--- config.mk ---
export PLATFORM = sky130hd
export DESIGN_NAME = pgwalk_back
export DESIGN_NICKNAME = d
export VERILOG_FILES = /design/src/hw/rtl/four_level_page_table_walker_assert.svh /design/src/hw/rtl/pgwalk_pkg.sv /design/src/hw/rtl/pgwalk_back.sv
export SDC_FILE = /design/constraint.sdc
export NUM_CORES = 1
export LEC_CHECK = 0
export BUFFER_PORTS_ARGS = -buffer_cell sky130_fd_sc_hd__buf_2
export CORE_AREA = 2 2 137 139
export CTS_BUF_LIST = sky130_fd_sc_hd__clkbuf_8
export CTS_CLUSTER_SIZE = 12
export DETAILED_ROUTE_END_ITERATION = 10
export DIE_AREA = 0 0 139 141
export HOLD_SLACK_MARGIN = 0.03
export SLEW_MARGIN = 0
export SYNTH_ARGS = -nofsm -noshare
export SYNTH_HDL_FRONTEND = slang
export SYNTH_SLANG_ARGS = --single-unit
--- constraint.sdc ---
create_clock -name clock -period 11.1 [get_ports clock]
set_clock_uncertainty 0.2 [all_clocks]
set_input_delay 2.22 -clock clock [delete_from_list [all_inputs] [get_ports clock]]
set_output_delay 2.22 -clock clock [all_outputs]
set_load 0.02 [all_outputs]
--- src/hw/rtl/four_level_page_table_walker_assert.svh ---
// ----------------------------------------------------------------------------
// Page table walker assertion macros
// Shorthand for clocked checks that the walker top level uses. Every check
// samples on clock and is switched off while reset is high.
// ----------------------------------------------------------------------------
`ifndef FOUR_LEVEL_PAGE_TABLE_WALKER_ASSERT_SVH
`define FOUR_LEVEL_PAGE_TABLE_WALKER_ASSERT_SVH

// Check that cons holds in the same cycle as ante
`define PGW_ASSERT_IMPL(name, ante, cons) \
   name: assert property (@(posedge clock) disable iff (reset) (ante) |-> (cons)) \
      else $error("same-cycle check failed");

// Check that cons holds in the cycle after ante
`define PGW_ASSERT_NEXT(name, ante, cons) \
   name: assert property (@(posedge clock) disable iff (reset) (ante) |=> (cons)) \
      else $error("next-cycle check failed");

`endif

--- src/hw/rtl/pgwalk_pkg.sv ---
// ----------------------------------------------------------------------------
// Page table walker package
// Widths, entry bit positions, payload and command types, level codes and
// small helpers shared by the walker front end, back end and top level.
// ----------------------------------------------------------------------------
package pgwalk_pkg;

   // Table memory geometry
   localparam int MEM_WORDS = 4096;
   localparam int MEM_AW    = $clog2(MEM_WORDS);

   // Field widths
   localparam int WORD_W  = 64;
   localparam int WADDR_W = 12;
   localparam int ROOT_W  = 52;
   localparam int GFN_W   = 36;
   localparam int FRAME_W = 41;
   localparam int IDX_W   = 9;
   localparam int PAGE_SH = 12;
   localparam int TBL_W   = ROOT_W - PAGE_SH;   // entry bits 51..12
   localparam int WALK_W  = TBL_W + IDX_W;      // full word index of an entry

   // Entry bit positions
   localparam int BIT_PRESENT = 0;
   localparam int BIT_SIZE    = 7;

   // Command queue between front and back
   localparam int QUEUE_DEPTH = 2;
   localparam int QUEUE_AW    = $clog2(QUEUE_DEPTH);
   localparam int QUEUE_CW    = $clog2(QUEUE_DEPTH + 1);

   // Opcodes of a request
   localparam logic OPC_WRITE = 1'b0;
   localparam logic OPC_WALK  = 1'b1;

   // Level codes: counter value is level number minus one
   localparam logic [1:0] LVL_TOP   = 2'd3;
   localparam logic [1:0] LVL_THREE = 2'd2;
   localparam logic [1:0] LVL_TWO   = 2'd1;
   localparam logic [1:0] LVL_ONE   = 2'd0;

   typedef struct packed {
      logic               opcode;
      logic [WADDR_W-1:0] word_address;
      logic [WORD_W-1:0]  write_data;
      logic [ROOT_W-1:0]  root_address;
      logic [GFN_W-1:0]   guest_frame;
   } req_type;

   typedef struct packed {
      logic               found;
      logic [FRAME_W-1:0] machine_frame;
   } rsp_type;

   // Classified command as it sits in the queue
   typedef struct packed {
      logic              is_walk;
      logic [MEM_AW-1:0] waddr;
      logic [WORD_W-1:0] wdata;
      logic [TBL_W-1:0]  root_tbl;
      logic [GFN_W-1:0]  gfn;
   } cmd_type;

   typedef struct packed {
      logic    valid;
      cmd_type cmd;
   } queue_head_type;

   typedef struct packed {
      logic              we;
      logic [MEM_AW-1:0] waddr;
      logic [WORD_W-1:0] wdata;
      logic              re;
      logic [MEM_AW-1:0] raddr;
   } ram_req_type;

   typedef struct packed {
      logic busy;
      logic result_load;
   } back_status_type;

   typedef enum logic {
      ST_IDLE,
      ST_WALK
   } walk_state_type;

   // True when a full entry word index falls inside the table memory
   function automatic logic in_mem(input logic [WALK_W-1:0] word);
      return word < WALK_W'(MEM_WORDS);
   endfunction

   // Guest frame bits that index the table at a given level
   function automatic logic [IDX_W-1:0] idx_of(input logic [GFN_W-1:0] gfn,
                                               input logic [1:0] lvl);
      logic [IDX_W-1:0] r;
      case (lvl)
         LVL_TOP:   r = gfn[4*IDX_W-1:3*IDX_W];
         LVL_THREE: r = gfn[3*IDX_W-1:2*IDX_W];
         LVL_TWO:   r = gfn[2*IDX_W-1:IDX_W];
         default:   r = gfn[IDX_W-1:0];
      endcase
      return r;
   endfunction

endpackage

--- src/hw/rtl/pgwalk_back.sv ---
// ----------------------------------------------------------------------------
// Page table walker back end
// Executes queued commands: stores table writes, walks up to four table
// levels one memory read per level, and holds the result in an output
// register until it is taken.
// ----------------------------------------------------------------------------
module pgwalk_back (
   input  logic                        clock,
   input  logic                        reset,
   input  pgwalk_pkg::queue_head_type  head,
   output logic                        pop,
   output pgwalk_pkg::ram_req_type     ram_req,
   input  logic [pgwalk_pkg::WORD_W-1:0] ram_rdata,
   output logic                        rsp_valid,
   input  logic                        rsp_stall,
   output pgwalk_pkg::rsp_type         rsp_data,
   output pgwalk_pkg::back_status_type status
);

   pgwalk_pkg::walk_state_type        state_ff, state_in;
   logic [1:0]                        level_ff, level_in;
   logic                              rsp_valid_ff, rsp_valid_in;
   pgwalk_pkg::rsp_type               rsp_data_ff, rsp_data_in;

   logic                              rsp_free;
   logic [pgwalk_pkg::WALK_W-1:0]     first_word;
   logic                              first_ok;
   logic [pgwalk_pkg::WALK_W-1:0]     next_word;
   logic                              next_ok;
   logic [pgwalk_pkg::TBL_W-1:0]      ent_tbl;
   logic                              present;
   logic                              big_page;
   logic                              done_leaf;
   logic                              finish;
   logic [pgwalk_pkg::FRAME_W-1:0]    leaf_frame;
   logic                              load;
   pgwalk_pkg::rsp_type               result;

   assign rsp_free = !rsp_valid_ff || !rsp_stall;

   // Decode the entry that came back and the next word to fetch
   always_comb begin
      first_word = {head.cmd.root_tbl,
                    pgwalk_pkg::idx_of(head.cmd.gfn, pgwalk_pkg::LVL_TOP)};
      first_ok   = pgwalk_pkg::in_mem(first_word);
      ent_tbl    = ram_rdata[pgwalk_pkg::ROOT_W-1:pgwalk_pkg::PAGE_SH];
      present    = ram_rdata[pgwalk_pkg::BIT_PRESENT];
      big_page   = ram_rdata[pgwalk_pkg::BIT_SIZE] && (level_ff == pgwalk_pkg::LVL_TWO);
      next_word  = {ent_tbl, pgwalk_pkg::idx_of(head.cmd.gfn, level_ff - 2'd1)};
      next_ok    = pgwalk_pkg::in_mem(next_word);
      done_leaf  = present && ((level_ff == pgwalk_pkg::LVL_ONE) || big_page);
      finish     = !present || done_leaf || !next_ok;
      leaf_frame = pgwalk_pkg::FRAME_W'(ent_tbl);
      if (big_page) begin
         leaf_frame = pgwalk_pkg::FRAME_W'(ent_tbl) +
                      pgwalk_pkg::FRAME_W'(head.cmd.gfn[pgwalk_pkg::IDX_W-1:0]);
      end
   end

   // Next state
   always_comb begin
      state_in = state_ff;
      case (state_ff)
         pgwalk_pkg::ST_IDLE: begin
            if (head.valid && head.cmd.is_walk && first_ok) begin
               state_in = pgwalk_pkg::ST_WALK;
            end
         end
         pgwalk_pkg::ST_WALK: begin
            if (finish && rsp_free) begin
               state_in = pgwalk_pkg::ST_IDLE;
            end
         end
         default: state_in = pgwalk_pkg::ST_IDLE;
      endcase
   end

   // Outputs: memory access, queue pop and result load
   always_comb begin
      pop           = 1'b0;
      load          = 1'b0;
      result        = '0;
      ram_req.we    = 1'b0;
      ram_req.waddr = head.cmd.waddr;
      ram_req.wdata = head.cmd.wdata;
      ram_req.re    = 1'b0;
      ram_req.raddr = pgwalk_pkg::MEM_AW'(first_word);
      level_in      = level_ff;
      case (state_ff)
         pgwalk_pkg::ST_IDLE: begin
            if (head.valid) begin
               if (!head.cmd.is_walk) begin
                  ram_req.we = 1'b1;
                  pop        = 1'b1;
               end else if (!first_ok) begin
                  if (rsp_free) begin
                     load = 1'b1;
                     pop  = 1'b1;
                  end
               end else begin
                  ram_req.re = 1'b1;
                  level_in   = pgwalk_pkg::LVL_TOP;
               end
            end
         end
         pgwalk_pkg::ST_WALK: begin
            if (finish) begin
               if (rsp_free) begin
                  load = 1'b1;
                  pop  = 1'b1;
                  if (done_leaf) begin
                     result.found         = 1'b1;
                     result.machine_frame = leaf_frame;
                  end
               end
            end else begin
               ram_req.re    = 1'b1;
               ram_req.raddr = pgwalk_pkg::MEM_AW'(next_word);
               level_in      = level_ff - 2'd1;
            end
         end
         default: begin
            pop = 1'b0;
         end
      endcase
   end

   // Hold the result until taken
   always_comb begin
      rsp_valid_in = load || (rsp_valid_ff && rsp_stall);
      rsp_data_in  = load ? result : rsp_data_ff;
   end

   always_ff @(posedge clock) begin
      if (reset) begin
         state_ff     <= pgwalk_pkg::ST_IDLE;
         level_ff     <= pgwalk_pkg::LVL_TOP;
         rsp_valid_ff <= 1'b0;
      end else begin
         state_ff     <= state_in;
         level_ff     <= level_in;
         rsp_valid_ff <= rsp_valid_in;
      end
   end

   always_ff @(posedge clock) begin
      rsp_data_ff <= rsp_data_in;
   end

   assign rsp_valid          = rsp_valid_ff;
   assign rsp_data           = rsp_data_ff;
   assign status.busy        = (state_ff == pgwalk_pkg::ST_WALK);
   assign status.result_load = load;

endmodule

; ---- Word level (Yosys, flattened, before mapping)
; Index checks and enable logic that the tools add are counted.
[op_classes]
add_sub_neg = 2
magnitude_cmp = 2
eq_ne = 8
muxes = 29
n_bitwise = 1
n_reduce_logical = 20
[op_table]
columns = op, count
row1 = $lt A49 B13 Y1 const B, 2
row2 = $mux W42, 1
row3 = $add A40 B9 Y41, 1
row4 = $mux W41, 1
row5 = $pmux W9 S3, 1
row6 = $mux W1, 15
row7 = $mux W13, 1
row8 = $mux W12, 1
row9 = $mux W2, 4
row10 = $ne A2 B2 Y1 const B, 4
row11 = $pmux W1 S2, 4
row12 = $reduce_and A4 Y1, 2
row13 = $logic_and A1 B1 Y1, 6
row14 = $logic_or A1 B1 Y1, 5
row15 = $reduce_and A5 Y1, 1
row16 = $eq A2 B1 Y1 const B, 2
row17 = $eq A2 B2 Y1 const B, 2
row18 = $logic_not A1 Y1, 4
row19 = $pmux W2 S2, 1
row20 = $reduce_and A3 Y1, 1
row21 = $logic_not A2 Y1, 1
row22 = $sub A2 B1 Y2 const B, 1
row23 = $not A1 Y1, 1
[totals]
reg_bits = 46
in_bits = 221
wordCells = 68

; ---- Logic depth before layout (Yosys ltp)
[depth]
ltp_word = 9
depth_mapped = 9
ltp_nobuf = 8

; ---- Least setup slack after synthesis
; Ideal clock, no wire load.
[synth_path]
path_type = input port to output port
start = input port head[153] (netlist bit)
end = output port status[0] (netlist bit)
arrival_time_ns = 6.132
required_ns = 8.680
slack_ns = 2.548
cell_stages = 4
path_cell_list = nor2b_1 nand3_1 o21ai_0 buf_4
[synth_between]
elab_chain_cells = 2
[synth_lines]
columns = item, line
row1 = "start, declared", pgwalk_back.sv:10  ; input pgwalk_pkg::queue_head_type head,
row2 = $mux W1, pgwalk_back.sv:91  ; if (head.valid) begin
row3 = $pmux W1 S2, pgwalk_back.sv:89  ; case (state_ff)
row4 = "end, declared", pgwalk_back.sv:17  ; output pgwalk_pkg::back_status_type status
; No other way between the ends.

==> results.py <==
metrics = {
    "drt": {
        "wirelength_um": 17350,
        "drt_iter0_drc": 399,
        "route.detailed.drc": 0,
        "post_drt_wl_per_cell_um": 20.60,
        "via_count": 4231,
        "via_per_inst": 5.025,
        "dr.pass1.iters": 5,
        "ant_nets": 0,
    },
    "critical_path": {
        "reg2reg_setup_slack_ns": 7.61,
        "criticalPathCategory": "in2out",
        "required_ns": 8.68,
        "end_kind": "output pin",
        "cp.arrival_ns": 4.45,
        "path_max_fanout": 22,
        "cp-start-kind": "primary input",
    },
    "sta": {
        "slew_headroom": 0.2978,
        "slew_violations": 0,
        "fin_crit_sh": 0.6189,
        "setup-tns-final_ns": 0,
        "setup_violations": 0,
        "worst_pin_slew_ns": 1.052,
        "grt_setup_unrepaired": "false",
        "hold_viol_final": 0,
        "fmax_mhz": 145.6,
        "worst_slack_ns": 4.230,
        "fin_crit_ns": 6.870,
    },
    "floorplanning": {
        "die_area_um2": 19600,
        "die_x_um": 139,
        "core_area_um2": 18270,
        "rows": 50,
        "pin_count": 357,
        "die_height_um": 141,
        "initial_core_util": 0.2392,
    },
    "global_route": {
        "grt_pass1_vias": 4065,
        "grt_usage": 0.1667,
        "grt_max_degree": 44,
        "grt_pass1_wl_um": 25130,
        "globalRoute.totalOverflow": 0,
        "grt_antenna_before_repair": 1,
    },
    "logic_synthesis": {
        "netlist_instances": 511,
        "ys.flop_type": "edfxtp_1",
        "yosys_warnings": 0,
        "synth-edff-count": 42,
        "synth_top_area_share": 0.2886,
        "avgSynthCellArea_um2": 8.553,
        "synth_area_um2": 4370,
        "synth_top_cell_by_area": "edfxtp_1",
        "synthesis.nets": 747,
        "synth-seq-cells": 46,
        "ys_seq_area_frac": 0.3069,
        "async_flop_share": 0,
        "ys_top_cells_by_area": "edfxtp_1, buf_4, nand2_1",
        "yosys.cell_types.count": 56,
    },
    "final_layout": {
        "seq_area_um2": 1341,
        "fin_area_um2": 5064,
        "layout-drive-gt1-share": 0.3443,
        "instances_no_fill": 842,
        "finalNetCount": 842,
        "multi_input_area_um2": 2325,
        "fillers": 1981,
        "area_growth_pct": 15.86,
    },
    "flow_run": {
        "cap_violations": 0,
    },
    "clock_network": {
        "cts_buffers": 5,
        "clk_path_buf_depth": 2,
        "htree_levels": 2,
        "clk_latency_ns": 0.33,
        "clk_pin_slew_ns": 0.10,
        "cts-resized-gates": 0,
        "cts_setup_buffers": 0,
        "cts-root-buf": "clkbuf_8",
        "cts.sinks": 46,
        "ctsHoldBuffers": 0,
        "cts_tree": "done",
    },
    "power": {
        "p_leak_nw": 2.002,
        "ir_drop_uv": 58.63,
        "pwr_density_cell_nw_per_um2": 84.66,
        "power.total_mw": 0.4287,
    },
    "place": {
        "dp_cells": 833,
        "port_buffers": 182,
        "detailedPlace.worstSlack_ns": 4.214,
        "hpwl_um": 14410,
        "placedInstanceArea_um2": 4949,
        "gp_congestion": 0.9641,
    },
    "min_path": {
        "hold_path_class": "reg2reg",
    },
    "status": {
        "status": "finished, final reports clean",
    },
}
==> kinds of logic (layout without fill, tap and decap cells) <==
group	count (synthesis)	in the layout	synth area share
adder cells (fa/ha/maj)	15	15	0.04466
AND/OR/NAND/NOR	221	221	0.2725
multiplexers	13	13	0.02977
AO/OA/AOI/OAI	95	95	0.1609
flip-flops	46	46	0.3069
other	0	1	0
buffers and inverters	111	207	0.1652
XOR/XNOR	10	10	0.02004
==> stage by stage <==
step | utilization | hold WS (ns)
2_1_floorplan | - | 0.2952
3_3_place_gp | 0.2709 | 0.3280
3_5_place_dp | 0.2709 | 0.3460
4_1_cts | 0.2771 | 0.3716
5_1_grt | 0.2772 | 0.4144
6_report | 0.2772 | 0.3600
==> sequential cells by signal (all words and copies together) (netlist names) <==
register and cells:
rsp_valid 1, rsp_data 42, state_ff 1, level_ff 2
==> worst max-delay path, cell delays in order <==
cell	delay (ns)
buf_2	0.15
nor4_1	0.36
nand4_1	0.26
or4_4	0.71
or3_1	0.42
nand3_1	0.14
buf_2	0.18
==> routing by layer <==
layer | up-vias | GRT usage | part of all wire
met3 | 27 | 0.06080 | 0.10
met1 | 1932 | 0.1691 | 0.34
met2 | 253 | 0.3129 | 0.53
met4 | 0 | 0.06167 | 0.029
met5 | - | 0 | 0
li1 | 2019 | - | -
==> final timing paths <==
check / end / depth (start not counted) / startpoint
setup / recovery: ram_req[8] / 7 / ram_rdata[22]
hold / removal: level_ff[0] / 2 / level_ff[0]
setup reg to reg: rsp_data[36] / 7 / level_ff[1]
hold reg to reg: level_ff[0] / 2 / level_ff[0]
==> Yosys cell counts, types with 9 or more instances <==
library cell  instances
nand4_1              17
mux2i_1              13
o21ai_0              14
nand2_1              71
edfxtp_1             42
inv_1                13
a32oi_1               9
nor4_1               23
a22oi_1               9
a21oi_1              28
nor2_1               17
nand2b_1             10
clkbuf_1             10
nand3_1              30
ha_1                 14
or3_1                22
buf_4                78
==> where the power goes <==
group | internal (mW) | total (mW) | switching (mW) | leakage [nW]
clock | 0.0677 | 0.135 | 0.0674 | 0.0585
combinational | 0.0373 | 0.0992 | 0.0619 | 1.51
sequential | 0.193 | 0.194 | 0.00124 | 0.439
==> cells in the final DEF, fill, tap and decap left out, types with 3 or more instances in the layout <==
master / count
inv_1: 13
xnor2_1: 3
a32oi_1: 9
nor4b_1: 3
and2_1: 3
buf_4: 4
nand4_1: 17
dfxtp_1: 4
or3_1: 22
a21oi_1: 28
a2111oi_0: 4
nand2b_1: 10
a21o_1: 7
nor4_1: 22
ha_1: 14
nor3_1: 7
o21ai_0: 13
xor2_1: 7
edfxtp_1: 42
a22oi_1: 9
nand3_1: 30
nand2_1: 71
buf_2: 182
clkbuf_8: 5
mux2i_1: 13
nor2_1: 17
a211oi_1: 7
a2111oi_4: 3
==> final cells by class <==
| type | instances | share of cell area |
|---|---|---|
| diodes | 1 | 0.0004942 |
| clock buffers | 5 | 0.01359 |
| clock inverters | 3 | 0.008648 |
| inverters | 13 | 0.009637 |
| multi-input cells | 354 | 0.4591 |
| flip-flops and latches | 46 | 0.2649 |
| well taps | 234 | 0.05782 |
| repair buffers | 186 | 0.1858 |
Note: power is estimated with default switching activity, not from simulation.
