<file path="src/hw/rtl/four_level_page_table_walker_assert.svh">
// ----------------------------------------------------------------------------
// Page table walker assertion macros
// Shorthand for clocked checks that the walker top level uses. Every check
// samples on clock and is switched off while reset is high.
// ----------------------------------------------------------------------------
`ifndef FOUR_LEVEL_PAGE_TABLE_WALKER_ASSERT_SVH
`define FOUR_LEVEL_PAGE_TABLE_WALKER_ASSERT_SVH

// Check that cons holds in the same cycle as ante
`define PGW_ASSERT_IMPL(name, ante, cons) \
   name: assert property (@(posedge clock) disable iff (reset) (ante) |-> (cons)) \
      else $error("same-cycle check failed");

// Check that cons holds in the cycle after ante
`define PGW_ASSERT_NEXT(name, ante, cons) \
   name: assert property (@(posedge clock) disable iff (reset) (ante) |=> (cons)) \
      else $error("next-cycle check failed");

`endif

</file>
<file path="src/hw/rtl/pgwalk_pkg.sv">
// ----------------------------------------------------------------------------
// Page table walker package
// Widths, entry bit positions, payload and command types, level codes and
// small helpers shared by the walker front end, back end and top level.
// ----------------------------------------------------------------------------
package pgwalk_pkg;

   // Table memory geometry
   localparam int MEM_WORDS = 4096;
   localparam int MEM_AW    = $clog2(MEM_WORDS);

   // Field widths
   localparam int WORD_W  = 64;
   localparam int WADDR_W = 12;
   localparam int ROOT_W  = 52;
   localparam int GFN_W   = 36;
   localparam int FRAME_W = 41;
   localparam int IDX_W   = 9;
   localparam int PAGE_SH = 12;
   localparam int TBL_W   = ROOT_W - PAGE_SH;   // entry bits 51..12
   localparam int WALK_W  = TBL_W + IDX_W;      // full word index of an entry

   // Entry bit positions
   localparam int BIT_PRESENT = 0;
   localparam int BIT_SIZE    = 7;

   // Command queue between front and back
   localparam int QUEUE_DEPTH = 2;
   localparam int QUEUE_AW    = $clog2(QUEUE_DEPTH);
   localparam int QUEUE_CW    = $clog2(QUEUE_DEPTH + 1);

   // Opcodes of a request
   localparam logic OPC_WRITE = 1'b0;
   localparam logic OPC_WALK  = 1'b1;

   // Level codes: counter value is level number minus one
   localparam logic [1:0] LVL_TOP   = 2'd3;
   localparam logic [1:0] LVL_THREE = 2'd2;
   localparam logic [1:0] LVL_TWO   = 2'd1;
   localparam logic [1:0] LVL_ONE   = 2'd0;

   typedef struct packed {
      logic               opcode;
      logic [WADDR_W-1:0] word_address;
      logic [WORD_W-1:0]  write_data;
      logic [ROOT_W-1:0]  root_address;
      logic [GFN_W-1:0]   guest_frame;
   } req_type;

   typedef struct packed {
      logic               found;
      logic [FRAME_W-1:0] machine_frame;
   } rsp_type;

   // Classified command as it sits in the queue
   typedef struct packed {
      logic              is_walk;
      logic [MEM_AW-1:0] waddr;
      logic [WORD_W-1:0] wdata;
      logic [TBL_W-1:0]  root_tbl;
      logic [GFN_W-1:0]  gfn;
   } cmd_type;

   typedef struct packed {
      logic    valid;
      cmd_type cmd;
   } queue_head_type;

   typedef struct packed {
      logic              we;
      logic [MEM_AW-1:0] waddr;
      logic [WORD_W-1:0] wdata;
      logic              re;
      logic [MEM_AW-1:0] raddr;
   } ram_req_type;

   typedef struct packed {
      logic busy;
      logic result_load;
   } back_status_type;

   typedef enum logic {
      ST_IDLE,
      ST_WALK
   } walk_state_type;

   // True when a full entry word index falls inside the table memory
   function automatic logic in_mem(input logic [WALK_W-1:0] word);
      return word < WALK_W'(MEM_WORDS);
   endfunction

   // Guest frame bits that index the table at a given level
   function automatic logic [IDX_W-1:0] idx_of(input logic [GFN_W-1:0] gfn,
                                               input logic [1:0] lvl);
      logic [IDX_W-1:0] r;
      case (lvl)
         LVL_TOP:   r = gfn[4*IDX_W-1:3*IDX_W];
         LVL_THREE: r = gfn[3*IDX_W-1:2*IDX_W];
         LVL_TWO:   r = gfn[2*IDX_W-1:IDX_W];
         default:   r = gfn[IDX_W-1:0];
      endcase
      return r;
   endfunction

endpackage

</file>
<file path="src/hw/rtl/pgwalk_front.sv">
// ----------------------------------------------------------------------------
// Page table walker front end
// Accepts requests, classifies them into table writes and walks, drops
// writes outside the table memory and queues the rest for the back end.
// ----------------------------------------------------------------------------
module pgwalk_front (
   input  logic                       clock,
   input  logic                       reset,
   input  logic                       req_valid,
   output logic                       req_stall,
   input  pgwalk_pkg::req_type        req_data,
   output pgwalk_pkg::queue_head_type head,
   input  logic                       pop
);

   pgwalk_pkg::cmd_type               q_ff [pgwalk_pkg::QUEUE_DEPTH];
   logic [pgwalk_pkg::QUEUE_AW-1:0]   wr_ptr_ff, wr_ptr_in;
   logic [pgwalk_pkg::QUEUE_AW-1:0]   rd_ptr_ff, rd_ptr_in;
   logic [pgwalk_pkg::QUEUE_CW-1:0]   count_ff, count_in;
   pgwalk_pkg::cmd_type               cmd;
   logic                              accept;
   logic                              keep;
   logic                              push;
   logic                              do_pop;

   // Classify the incoming request
   always_comb begin
      cmd.is_walk  = (req_data.opcode == pgwalk_pkg::OPC_WALK);
      cmd.waddr    = pgwalk_pkg::MEM_AW'(req_data.word_address);
      cmd.wdata    = req_data.write_data;
      cmd.root_tbl = req_data.root_address[pgwalk_pkg::ROOT_W-1:pgwalk_pkg::PAGE_SH];
      cmd.gfn      = req_data.guest_frame;
      keep = cmd.is_walk ||
             pgwalk_pkg::in_mem(pgwalk_pkg::WALK_W'(req_data.word_address));
   end

   assign req_stall = (count_ff == pgwalk_pkg::QUEUE_CW'(pgwalk_pkg::QUEUE_DEPTH));
   assign accept    = req_valid && !req_stall;
   assign push      = accept && keep;
   assign do_pop    = pop && (count_ff != '0);

   // Advance pointers and occupancy
   always_comb begin
      wr_ptr_in = push   ? wr_ptr_ff + 1'b1 : wr_ptr_ff;
      rd_ptr_in = do_pop ? rd_ptr_ff + 1'b1 : rd_ptr_ff;
      count_in  = count_ff;
      if (push && !do_pop) begin
         count_in = count_ff + 1'b1;
      end else if (!push && do_pop) begin
         count_in = count_ff - 1'b1;
      end
   end

   always_ff @(posedge clock) begin
      if (reset) begin
         wr_ptr_ff <= '0;
         rd_ptr_ff <= '0;
         count_ff  <= '0;
      end else begin
         wr_ptr_ff <= wr_ptr_in;
         rd_ptr_ff <= rd_ptr_in;
         count_ff  <= count_in;
      end
   end

   // Store queued commands
   always_ff @(posedge clock) begin
      if (push) begin
         q_ff[wr_ptr_ff] <= cmd;
      end
   end

   assign head.valid = (count_ff != '0);
   assign head.cmd   = q_ff[rd_ptr_ff];

endmodule

</file>
<file path="config.mk">
export PLATFORM = sky130hd
export DESIGN_NAME = pgwalk_front
export DESIGN_NICKNAME = d
export VERILOG_FILES = /design/src/hw/rtl/four_level_page_table_walker_assert.svh /design/src/hw/rtl/pgwalk_pkg.sv /design/src/hw/rtl/pgwalk_front.sv
export SDC_FILE = /design/constraint.sdc
export NUM_CORES = 1
export LEC_CHECK = 0
export ABC_AREA = 1
export ABC_CLOCK_PERIOD_IN_PS = 15000
export BUFFER_PORTS_ARGS = -buffer_cell sky130_fd_sc_hd__buf_2
export CORE_MARGIN = 2
export CORE_UTILIZATION = 30
export CTS_CLUSTER_SIZE = 40
export DETAILED_ROUTE_END_ITERATION = 6
export GPL_TIMING_DRIVEN = 1
export SETUP_SLACK_MARGIN = 0.5
export SYNTH_ARGS = -nofsm -noshare
export SYNTH_HDL_FRONTEND = slang
export SYNTH_SLANG_ARGS = --single-unit
</file>
<file path="constraint.sdc">
create_clock -name clock -period 15 [get_ports clock]
set_input_delay 3 -clock clock [delete_from_list [all_inputs] [get_ports clock]]
set_output_delay 3 -clock clock [all_outputs]
set_load 0.02 [all_outputs]
</file>
After elaboration in Yosys (flattened, before gate mapping)
Memory sizes are Yosys's and may differ from the RTL's. A register that Yosys moved wholly into a read port is not among the register bits.
Index checks and enable logic that the tools add are counted.

storage, ports and cells
  register bits after elaboration = 4
  RAM bits = 306
  input bits = 169
  output and inout port bits = 155
  word-level logic and storage cells = 24
  memories kept = 1

memory list
  memory  depth  width  read ports  clocked after memory_dff  write ports  RTL line            text
  q_ff    2      153    1           1                         1            pgwalk_front.sv:16  pgwalk_pkg::cmd_type q_ff [pgwalk_pkg::QUEUE_DEPTH];

cells by class
  add/sub/neg operators = 4
  equal/unequal tests = 1
  mux-type cells = 6
  reduce and logical (&&, ||, !) cells = 9

operator list
  kind                   number
  $logic_and A1 B1 Y1    4
  $mux W1                4
  $mux W2                2
  $reduce_bool A2 Y1     2
  $logic_not A1 Y1       3
  $add A1 B1 Y1 const B  2
  $add A2 B1 Y2 const B  1
  $eq A2 B2 Y1 const B   1
  $sub A2 B1 Y2 const B  1

Logic depth before layout (Yosys ltp)
Gate-level depths: netlist of run 1.

  word-level depth = 7
  mapped depth = 10
  depth with buffers taken out = 10

Least setup slack after synthesis of run 1
Ideal clock, no wire load.

  kind = input port to flip-flop
  from = input req_valid
  to = memory q_ff[0][0] (netlist bit), enable pin
  library setup time = 668 ps
  arrival = 9505 ps
  required time = 14332 ps
  path slack = 4826 ps
  stages on the path = 2
  path buffers = 0
  cell sequence = o21ai_0 -> nor2_1

between the ends
  cells in the longest elaborated chain, start to end = 3

RTL lines
  item                           RTL line            text
  from (decl)                    pgwalk_front.sv:9   input logic req_valid,
  $logic_and A1 B1 Y1            pgwalk_front.sv:38  assign accept = req_valid && !req_stall;
  $mux W1                        pgwalk_front.sv:68  if (push) begin
  $mux W1 (implied by the code)  pgwalk_front.sv:69  q_ff[wr_ptr_ff] <= cmd;
  to (decl)                      pgwalk_front.sv:16

Every way passes these cells.

==> reports/metrics.cfg, run 1 <==
[synthesis]
syn_inst=513
synth_nets=683
ys.warnings.count=0
synth_seq_cells=311
syn_area_per_cell_um2=22.53
synth_cell_types=14
synth_area_um2=11560
seq_area_frac_synth_pct=80.38

[die]
fp.coreArea_um2=37840
row_count=71
die_w_um=200.3
ios=324
initial_core_util_pct=30.54
die_y_um=200.3
die-area_um2=40110

[hold_path]
min_from=rd_ptr_ff$_SDFFE_PP0P_
whs_path_depth=2
hold_path_class=reg -> reg
holdPathEnd=rd_ptr_ff$_SDFFE_PP0P_

[drt]
routed_via_density=4.180
drc_errors=0
first_pass_iters=4
drt_wl_total_um=22900
post_drt_wl_per_cell_um=16.51
ant_nets=0
via_count=5797
first_iter_violations=232

[clock_network]
cts_sinks=311
hold_buffers=0
htreeDepth=2
cts_setup_buffers=0
cts_resized=0
numCtsBuffers=35
cts_tree=yes
root_buffer=clkbuf_16
clk_latency_ns=0.52
clock_tree.buffer_depth=3
clk_pin_slew_ns=0.06

[worst_setup_path]
r2r_start=count_ff[1]$_SDFFE_PP0P_
crit_fanout=59
required_ns=12.00
r2r_end=q_ff[0][127]$_DFFE_PP_
r2r_cells=4
cp_data_arrival_time_ns=2.85
end_kind=output port
startpoint_type=flip-flop
crit_type=reg -> out
ff2ff_setup_slack_ns=12.35

[final_layout]
nFillCells=3559
final_nets=1020
area_growth_syn_to_layout_pct=27.98
final_cell_mix=buf_2, edfxtp_1, mux2_2
stdcell_count=1387
final_common_cell=buf_2
drive_above_1_share_pct=59.66

[power_and_ir_drop]
comb_power_share_pct=24.3
cellPowerDensity_nw_per_um2=175.2
clkPwrFrac_pct=31.7
vdd_drop_max_mv=0.1198
p_leak_nw=5.597
p_sw_mw=0.7409
internal_power_mw=1.850
swShare_pct=28.59
seq_power_share_pct=44.1

[status]
status=completed

[place]
dp.cells=1324
dp_hpwl_um=14790
portBuffers=311
place_congestion=0.7194

[global_route]
grt_first_pass_wirelength_um=35110
grt_max_degree=69
globalRouteMet2Util_pct=18.14
grt_pass1_vias=6171
met1_usage_pct=13.16
grt.busiest_layer=met2
antenna_found_initial=3
grtUsageMet3_pct=4.816
grt_overflow=0
grt_use_total_pct=11.28

[sta]
min_period_ns=5.852
final_max_slew_viol_count=0
hold_viol=0
fin_skew_ns=0.01530
tightestPinTransition_ns=0.9795
period_share_pct=39.02
fin_tns_setup_ns=0
fmax_ghz=0.1709
max_slew_margin_pct=34.70
hold_slack_ns=0.5008
setup_viol_count_final=0
rsz0062_at_grt=false

[run]
cap_violations=0

## kinds of logic (layout without fill, tap and decap cells)
kind of cell | after synthesis | count (layout) | synth area share [%]
DFF | 311 | 311 | 80.38
muxes | 153 | 153 | 17.18
buffers and inverters | 25 | 387 | 1.483
and+or+nand+nor | 18 | 18 | 0.6281
AOI/OAI and AO/OA | 5 | 5 | 0.2165
adders and majority gates | 1 | 1 | 0.1083
other | 0 | 1 | 0
## worst max path at each step
stage	to	start	slack (ns)
6_report	head[3]	flip-flop	9.15
5_1_grt	head[39]	flip-flop	8.94
4_1_cts	head[9]	flip-flop	9.02
3_5_place_dp	head[2]	flip-flop	9.61
3_3_place_gp	head[9]	flip-flop	9.61
2_1_floorplan	q_ff[0][0]$_DFFE_PP_	req_valid	4.83
## layout make-up
cell class,instances,area [um^2],area share [%]
antenna,1,2.502,0.01692
clock inverter,17,136.4,0.9222
multi-input combinational,177,2111,14.27
timing repair buffer,317,1602,10.83
sequential,311,9293,62.83
tap,511,639.4,4.323
inverter,8,30.03,0.2030
clock buffer,45,975.9,6.599
## state kept, by name, summed over array words and instances, names as in the netlist, named ones only
signal and flops:
q_ff 306, rd_ptr_ff 1, count_ff 2, wr_ptr_ff 1
## worst max-delay path: stages (launching register included)
cell and delay (ns):
dfxtp_4 0.85, buf_4 0.78, mux2_2 0.41, buf_2 0.17
## per-stage QoR
stage	worst slack, ns	power [mW]	area, um^2	util (%)
finish	9.148	2.591	14790	39.08
global route	8.943	2.714	14790	39.07
CTS	9.016	2.642	14790	39.07
detailed placement	9.611	1.803	13670	36.13
global placement	9.609	1.796	13670	36.13
floorplan	4.826	1.630	11560	-
## layer usage
metal,part of all wire (%),wire (um)
met5,0.14,33
met1,40,9105
met3,9.5,2182
met4,2.7,607
met2,48,10970
## synth_stat cells, drive strengths merged
cell	count	area share, %
dfxtp	5	0.87
inv	8	0.26
mux2	153	17
edfxtp	306	80
nand4	1	0.054
nand3	2	0.087
o21ai	3	0.13
ha	1	0.11
nand2	7	0.23
nor2	8	0.26
a21oi	2	0.087
buf	17	1.2
## power by group through the flow
| stage | Sequential (mW) | Combinational (mW) | Clock, mW |
|---|---|---|---|
| floorplan | 1.17 | 0.462 | 0 |
| global placement | 1.16 | 0.640 | 0 |
| detailed placement | 1.16 | 0.641 | 0 |
| CTS | 1.14 | 0.643 | 0.855 |
| global route | 1.16 | 0.674 | 0.884 |
| finish | 1.14 | 0.629 | 0.821 |
No activity file was read; power rests on OpenSTA's default activity.
==> inputs of run 2 (changes only) <==
--- a/config.mk
+++ b/config.mk
@@ -6,7 +6,7 @@
 export NUM_CORES = 1
 export LEC_CHECK = 0
 export ABC_AREA = 1
-export ABC_CLOCK_PERIOD_IN_PS = 15000
+export ABC_CLOCK_PERIOD_IN_PS = 5500
 export BUFFER_PORTS_ARGS = -buffer_cell sky130_fd_sc_hd__buf_2
 export CORE_MARGIN = 2
 export CORE_UTILIZATION = 30
==> constraint.sdc (replaced) <==
create_clock -name clock -period 5.5 [get_ports clock]
set_input_delay 1.1 -clock clock [delete_from_list [all_inputs] [get_ports clock]]
set_output_delay 1.1 -clock clock [all_outputs]
set_load 0.02 [all_outputs]
==> run 2 against run 1 <==
Clock skew increased by 0.0012 ns. Critical path depth unchanged. Clock-buffer cell count decreased by 4. First-iteration DRC count increased by 14%. Largest cell class unchanged.
==> reports/metrics.cfg, run 2 (same netlist as run 1, synthesis figures left out) <==
[die]
initial_core_util_pct=30.54  ; unchanged
row_count=71  ; unchanged
fp.coreArea_um2=37840  ; unchanged
die_w_um=200.3  ; unchanged
ios=324  ; unchanged
die-area_um2=40110  ; unchanged
die_y_um=200.3  ; unchanged

[power_and_ir_drop]
vdd_drop_max_mv=0.3124  ; was 0.1198 mV
swShare_pct=28.90  ; was 28.59%
clkPwrFrac_pct=30.7  ; was 31.7%
p_total_mw=6.991  ; was 2.591 mW
seq_power_share_pct=44.3  ; was 44.1%
p_leak_nw=5.578  ; was 5.597 nW
p_sw_mw=2.020  ; was 0.7409 mW
comb_power_share_pct=24.9  ; was 24.3%
cellPowerDensity_nw_per_um2=472.8  ; was 175.2 nW/um^2
internal_power_mw=4.970  ; was 1.850 mW

[worst_setup_path]
r2r_start=count_ff[0]$_SDFFE_PP0P_  ; was count_ff[1]$_SDFFE_PP0P_
required_ns=4.40  ; was 12.00 ns
cp_data_arrival_time_ns=2.46  ; was 2.85 ns
end_kind=output port  ; unchanged
ff2ff_setup_slack_ns=3.21  ; was 12.35 ns
crit_type=reg -> out  ; unchanged
startpoint_type=flip-flop  ; unchanged
crit_fanout=42  ; was 59

[clock_network]
numCtsBuffers=35  ; unchanged
root_buffer=clkbuf_16  ; unchanged
hold_buffers=0  ; unchanged
cts_sinks=311  ; unchanged
clk_pin_slew_ns=0.06  ; about the same
htreeDepth=2  ; unchanged
cts_setup_buffers=0  ; unchanged
cts_tree=yes  ; unchanged
cts_resized=0  ; unchanged
clock_tree.buffer_depth=3  ; unchanged
clk_latency_ns=0.52  ; about the same

[place]
place_congestion=0.7248  ; was 0.7194
dp_slack_ns=2.379  ; was 9.611 ns
portBuffers=311  ; unchanged
dp_hpwl_um=14650  ; was 14790 um

[status]
status=completed  ; unchanged

[drt]
via_count=5802  ; was 5797
post_drt_wl_per_cell_um=16.65  ; was 16.51 um
routed_via_density=4.183  ; was 4.180
ant_nets=0  ; unchanged
drt_wl_total_um=23100  ; was 22900 um
first_iter_violations=264  ; was 232
drc_errors=0  ; unchanged
first_pass_iters=4  ; unchanged

[sta]
min_period_ns=3.560
fin_skew_ns=0.01648  ; was 0.01530 ns
final_max_slew_viol_count=0  ; unchanged
fin_ws_ns=1.940  ; was 9.148 ns
tightestPinTransition_ns=0.8870  ; was 0.9795 ns
hold_viol=0  ; unchanged
period_share_pct=64.73
max_slew_margin_pct=40.86  ; was 34.70%
rsz0062_at_grt=false  ; unchanged
setup_viol_count_final=0  ; unchanged
fmax_ghz=0.2809

[final_layout]
reg_top3=q_ff (306), count_ff (2)  ; unchanged
final_nets=1020  ; unchanged
largest_register_ffs=306  ; unchanged
drive_above_1_share_pct=59.04  ; was 59.66%
largest-register=q_ff  ; unchanged
area_growth_syn_to_layout_pct=27.93  ; was 27.98%
final_cell_mix=buf_2, edfxtp_1, mux2_2  ; unchanged
final_common_cell=buf_2  ; unchanged

[run]
cap_violations=0  ; unchanged

[hold_path]
min_from=rd_ptr_ff$_SDFFE_PP0P_  ; unchanged
hold_path_class=reg -> reg  ; unchanged

[global_route]
grt_max_degree=93  ; was 69
grt_first_pass_wirelength_um=34490  ; was 35110 um
grt_pass1_vias=6090  ; was 6171
antenna_found_initial=4  ; was 3
grt_overflow=0  ; unchanged
grt_use_total_pct=11.20  ; was 11.28%

==> run 2: metrics by stage <==
step	TNS (ns)	utilization, %	area, um^2	cells	hold WS (ns)
floorplan	-69.51	-	11560	513	0.4645
global placement	0	36.27	13720	1324	0.4815
detailed placement	0	36.27	13720	1324	0.4935
CTS	0	39.05	14780	1385	0.5052
global route	0	39.05	14780	1385	0.5477
finish	0	39.07	14780	1387	0.4929
==> run 2: cell type report <==
type / instances / area [um^2]
Timing Repair Buffer: 317 / 1652
Inverter: 8 / 30.03
Multi-Input combinational cell: 177 / 2111
Antenna cell: 2 / 5.005
Sequential cell: 311 / 9293
Clock inverter: 20 / 113.9
Fill cell: 3586 / 23060
Clock buffer: 41 / 940.9
Tap cell: 511 / 639.4
==> run 2: worst max-delay path, stage by stage (launching register included) <==
cell and delay [ns]:
dfxtp_4 0.71, buf_4 0.61, mux2_2 0.40, buf_2 0.16
==> run 2: metal layers <==
metal	track usage [%]	wire [um]	share of wire, %
met5	0	27	0.12
met4	5.079	626	2.7
met3	5.158	2267	9.8
met2	18.08	10880	47
met1	12.71	9293	40
==> run 2: power by group through the flow <==
| stage | clock (mW) | combinational, mW | sequential [mW] |
|---|---|---|---|
| final | 2.15 | 1.74 | 3.10 |
| after global routing | 2.33 | 1.86 | 3.13 |
| after CTS | 2.24 | 1.79 | 3.11 |
| after detailed placement | 0 | 1.78 | 3.16 |
| after global placement | 0 | 1.78 | 3.14 |
| after floorplan | 0 | 1.26 | 3.14 |
==> run 2: worst paths after layout <==
check / to / cells after the start
setup reg to reg: q_ff[1][60]$_DFFE_PP_ / 3
hold / removal: flip-flop / 2
hold reg to reg: flip-flop / 2
setup / recovery: head[3] / 3
